[config.mk]
export PLATFORM = sky130hd
export DESIGN_NAME = mec_queue
export DESIGN_NICKNAME = d
export VERILOG_FILES = /design/src/hw/rtl/mec_pkg.sv /design/src/hw/rtl/mec_queue.sv
export SDC_FILE = /design/constraint.sdc
export NUM_CORES = 1
export LEC_CHECK = 0
export ABC_AREA = 1
export BUFFER_PORTS_ARGS = -buffer_cell sky130_fd_sc_hd__buf_2
export CAP_MARGIN = 20
export CORE_ASPECT_RATIO = 0.9
export CORE_MARGIN = 4
export CORE_UTILIZATION = 45
export CTS_CLUSTER_DIAMETER = 100
export CTS_CLUSTER_SIZE = 25
export DETAILED_ROUTE_END_ITERATION = 8
export GPL_ROUTABILITY_DRIVEN = 0
export PLACE_DENSITY = 0.81
export SYNTH_ARGS = -nofsm -noshare
export SYNTH_HDL_FRONTEND = slang
export SYNTH_SLANG_ARGS = --single-unit
[constraint.sdc]
create_clock -name i_clk -period 4.39 [get_ports i_clk]
set_input_delay 0.439 -clock i_clk [delete_from_list [all_inputs] [get_ports i_clk]]
set_output_delay 0.439 -clock i_clk [all_outputs]
set_load 0.1 [all_outputs]
[src/hw/rtl/mec_pkg.sv]
// Package for the escape-time counter: widths, constants and word types.
// No dependencies; used by every module of the core.
package mec_pkg;
    localparam int unsigned FRAC_BITS_DEF = 28;
    localparam int unsigned MAX_ITER_RST  = 1000;
    localparam int unsigned CW            = 32;
    localparam int unsigned ITW           = 16;
    localparam int unsigned QDEPTH        = 2;

    typedef struct packed {
        logic signed [CW-1:0] c_imag;
        logic signed [CW-1:0] c_real;
    } t_point;

    typedef struct packed {
        logic           inside_res;
        logic [ITW-1:0] escape_count;
    } t_result;

    typedef enum logic [1:0] {
        ST_IDLE,
        ST_MUL,
        ST_UPD,
        ST_OUT
    } t_state;
endpackage

[src/hw/rtl/mec_queue.sv]
// Point queue between the input front and the iteration engine.
// Depends on mec_pkg.
module mec_queue import mec_pkg::*; (
    input  logic   i_clk,
    input  logic   i_rst_n,
    input  logic   i_wr_valid,
    output logic   o_wr_ready,
    input  t_point i_wr_data,
    output logic   o_rd_valid,
    input  logic   i_rd_ready,
    output t_point o_rd_data
);
    t_point     r_mem [QDEPTH];
    logic       r_wp, r_rp;
    logic [1:0] r_cnt;
    logic       wr, rd;

    assign o_wr_ready = (r_cnt != 2'(QDEPTH));
    assign o_rd_valid = (r_cnt != 2'd0);
    assign o_rd_data  = r_mem[r_rp];
    assign wr = i_wr_valid && o_wr_ready;
    assign rd = o_rd_valid && i_rd_ready;

    // store word
    always_ff @(posedge i_clk) begin
        if (wr) begin
            r_mem[r_wp] <= i_wr_data;
        end
    end

    // advance pointers
    always_ff @(posedge i_clk) begin
        if (!i_rst_n) begin
            r_wp  <= 1'b0;
            r_rp  <= 1'b0;
            r_cnt <= 2'd0;
        end else begin
            if (wr) r_wp <= ~r_wp;
            if (rd) r_rp <= ~r_rp;
            r_cnt <= r_cnt + 2'(wr) - 2'(rd);
        end
    end
endmodule

# Word level (Yosys, flattened, before mapping)

Memory sizes are Yosys's and may differ from the RTL's. A register that Yosys moved wholly into a read port is not among the register bits.
Index checks and enable logic that the tools add are counted.

Bitwise operators: 2
Shift-type cells: 0
$add $sub $neg: 2
Reductions and logical operators: 3
Multipliers: 0
Muxes and demuxes: 4
Equal/unequal tests: 1
Div/mod/pow operators: 0
Order comparisons: 0

Operators by type and width:

| kind               | count |
|---|---|
| $mux 1             | 4 |
| $add 2x1->2        | 1 |
| $logic_and 1x1->1  | 2 |
| $ne 2x2->1 const B | 1 |
| $not 1->1          | 2 |
| $reduce_bool 2->1  | 1 |
| $sub 2x1->2        | 1 |

RAM bits: 128
Flip-flop bits (word level): 4
Latch bits: 0
Memories: 1
Memory bits (read-only): 0

Memory list:

| name  | words | width | read ports | clocked after memory_dff | wr ports | RTL line        | RTL |
|---|---|---|---|---|---|---|---|
| r_mem | 2     | 64    | 1          | 1                        | 1        | mec_queue.sv:13 | `t_point r_mem [QDEPTH];` |

# Logic depth before layout (Yosys ltp)

Depth after elaboration: 4
Depth in mapped cells: 11
Gate-level depth less buffers: 11

# Least setup slack after synthesis

OpenSTA, ideal clock, no wires.

Kind: register to register
From: register r_cnt[0]
To: memory r_mem[0][0] (netlist name), enable pin
Required time: 3903 ps
Setup time: 487 ps
Period minus slack after synthesis: 4449 ps
Buffers on the path: 0
Data arrival time: 3962 ps
Stages on the path, launching flop included: 5
Slack: -59 ps
Path through: dfxtp_1 > inv_1 > nand2_1 > nand2_1 > nor2_1

Word-level cells in the longest chain between the ends: 4

RTL lines:

| item                         | RTL line        | RTL |
|---|---|---|
| start: declaration           | mec_queue.sv:15 | `logic [1:0] r_cnt;` |
| start signal: assignment     | mec_queue.sv:40 | `r_cnt <= r_cnt + 2'(wr) - 2'(rd);` |
| $ne 2x2->1                   | mec_queue.sv:18 | `assign o_wr_ready = (r_cnt != 2'(QDEPTH));` |
| via o_wr_ready               | mec_queue.sv:7  | `output logic o_wr_ready,` |
| $logic_and 1x1->1            | mec_queue.sv:21 | `assign wr = i_wr_valid && o_wr_ready;` |
| $mux 1                       | mec_queue.sv:26 | `if (wr) begin` |
| $mux 1 (not written as such) | mec_queue.sv:27 | `r_mem[r_wp] <= i_wr_data;` |
| end: declaration             | mec_queue.sv:13 |  |

The timed path passes the listed nets, and every way through them passes these cells.

==> results.md <==
* Ys Warns at 0
* Clock Pin Slew Worst Setup and Hold Paths at 0.05 ns
* Vias in the first global route at around 2700
* Synth area leader: edfxtp_1
* Post-CTS setup buffer count at 0
* Seq/Total Area, Yosys at between 70% and 80%
* #FFs+latches synth at 133
* Post-synth top area share at 74.47%
* CTS buffer count at 17
* Die width at 120.9 um
* Synthesis-to-layout area growth at 26.13%
* Core area at 11040 um^2
* Post-synthesis cell area at 5161 um^2
* RSZ-0062 raised after global routing: no
* Final Hold Vio Count at 0
* Antenna viol nets, final at 0
* Wirelength per Cell at 16.06 um
* Initial antenna violation count at 2
* Crit-path max cell delay at 0.79 ns
* Die H at roughly 110 um
* Via count at 2538
* Initial Util at 46.77%
* Max-cap violations at 0
* Syn Nets at 305
* H-tree levels at 4
* Cells along the critical path: buf_12 -> mux2_4 -> buf_2
* Rel. slew slack at approximately 40%
* Clk sink count at 133
* Post-Place Setup Slack at slightly above 2 ns
* Vias per inst at 4.623
* GR Util All Layers at 13.80%
* FMAX at 0.3856 GHz
* Row Count at 36
* Setup TNS at 0 ns
* Buf/Inv on CP at 2
* # setup viols final at 0
* DRT Wirelength at 8817 um
* Fin worst setup slack at 1.797 ns
* Final HPWL DP at 5778 um
* CP Launch Type: flop
* Worst EP arrival at roughly 2.2 ns
* Fillers at just over 800
* DR DRC count at 0
* Crit-path leading delay family: flip-flops
* Post-Syn Instances at 235
* I/O pins at around 130
* Die Area at 13250 um^2
* Inserted Diodes at 0
* Minimum clock period at 2.593 ns
* Multi-input gate area at around 1100 um^2
* WS Path Type: flop to primary output
* Avg Inst Size Synth at 21.96 um^2
* Root Buffer: clkbuf_16
* Crit. End Element: primary output
* Post_cts resized at 0
* Hold buffer count at cts at 0
* First-pass GRT wire length at roughly 13000 um
* 1st-iter DRT viols at 169
* Worst Path Required at 3.95 ns
* Register area at 3948 um^2
* Max-slew violation count at 0
* Outcome: complete, no violations
* DRT Pass-1 Iters at 4
* Share of cells above drive strength 1 at 57.93%
* Port bufs at 133
* Maximum clock insertion buffer count at 2
* CTS tree: built
* Worst skew pair latency at 0.41 ns
* GRT overflow at 0
* Worst slew pin tran at approximately 0.90 ns
* Crit-path max FO at 37
* Tcrit/Tclk final at 59.08%
* Max stage delay cell, worst path: dfxtp_4
* Clk_skew at 0.007175 ns
* Final nets at 454
* Largest net degree at the start of global routing at 65
* Hold Crit Class: input port to flop
* Synth cell types at 12
* Top area cells in the synthesized netlist: edfxtp_1 74%, mux2_4 17%, buf_12 2.3%
-- synth_stat cells (all sizes together) --
cell type / count
a21oi: 2
buf: 7
dfxtp: 5
edfxtp: 128
ha: 2
inv: 7
mux2: 64
nand2: 9
nand3: 3
nor2: 8
-- metrics by stage --
stage | util, % | area [um^2] | instances | hold slack (ns)
3_5_place_dp | 53.64 | 5919 | 516 | 0.5075
6_report | 58.99 | 6510 | 549 | 0.2186
4_1_cts | 58.81 | 6490 | 548 | 0.1951
3_3_place_gp | 53.64 | 5919 | 516 | 0.4888
2_1_floorplan | - | 5164 | 235 | 0.4675
5_1_grt | 58.99 | 6510 | 549 | 0.1934
-- logic make-up after synthesis --
| kind of cell | count (synthesis) | synth area share, % |
|---|---|---|
| flip-flops | 133 | 76.41 |
| multiplexers | 64 | 18.33 |
| AND/OR/NAND/NOR | 20 | 1.527 |
| buffers and inverters | 14 | 3.055 |
| AO/OA/AOI/OAI | 2 | 0.1939 |
| adder cells (fa/ha/maj) | 2 | 0.4848 |
-- layer usage --
metal  vias up  wire (um)  track usage [%]
li1       1209          -                -
met1      1215       3600            15.23
met2        90       4399            22.93
met3        20        622            5.710
met4         4        167            7.362
met5         -         26                0
-- path summary, 6_finish.rpt --
kind / from / slack (ns) / endpoint / cells past startpoint
setup / recovery: flop / 1.80 / o_rd_data[11] / 3
hold / removal: i_wr_data[21] / 0.22 / r_mem[0][21]$_DFFE_PP_ / 1
setup reg to reg: r_cnt[0]$_SDFF_PN0_ / 2.14 / r_mem[0][55]$_DFFE_PP_ / 5
hold reg to reg: r_rp$_SDFFE_PN0P_ / 0.52 / r_rp$_SDFFE_PN0P_ / 2
-- layout make-up --
cell class | count | area share (%)
Multi-Input combinational cell | 88 | 16.39
Sequential cell | 133 | 60.64
Clock buffer | 18 | 6.592
Clock inverter | 14 | 2.172
Inverter | 7 | 0.4036
Tap cell | 152 | 2.921
Timing Repair Buffer | 137 | 10.88
-- flip-flops by register name, indices dropped and copies added (netlist names), named ones only --
register	cells
r_cnt	2
r_mem	128
r_rp	1
r_wp	1
-- layout by cell type (no fill, tap or decap), drive strengths merged, types with 2 or more instances in the layout --
cell,Yosys,layout
clkbuf,0,18
edfxtp,128,128
clkinv,0,10
nand2,9,9
nand3,3,3
ha,2,2
dfxtp,5,5
mux2,64,64
nor2,8,8
a21oi,2,2
buf,7,137
bufinv,0,3
inv,7,7
Power is not shown: default switching activity piles up to over one toggle a cycle in this logic, so the estimate is an artifact.
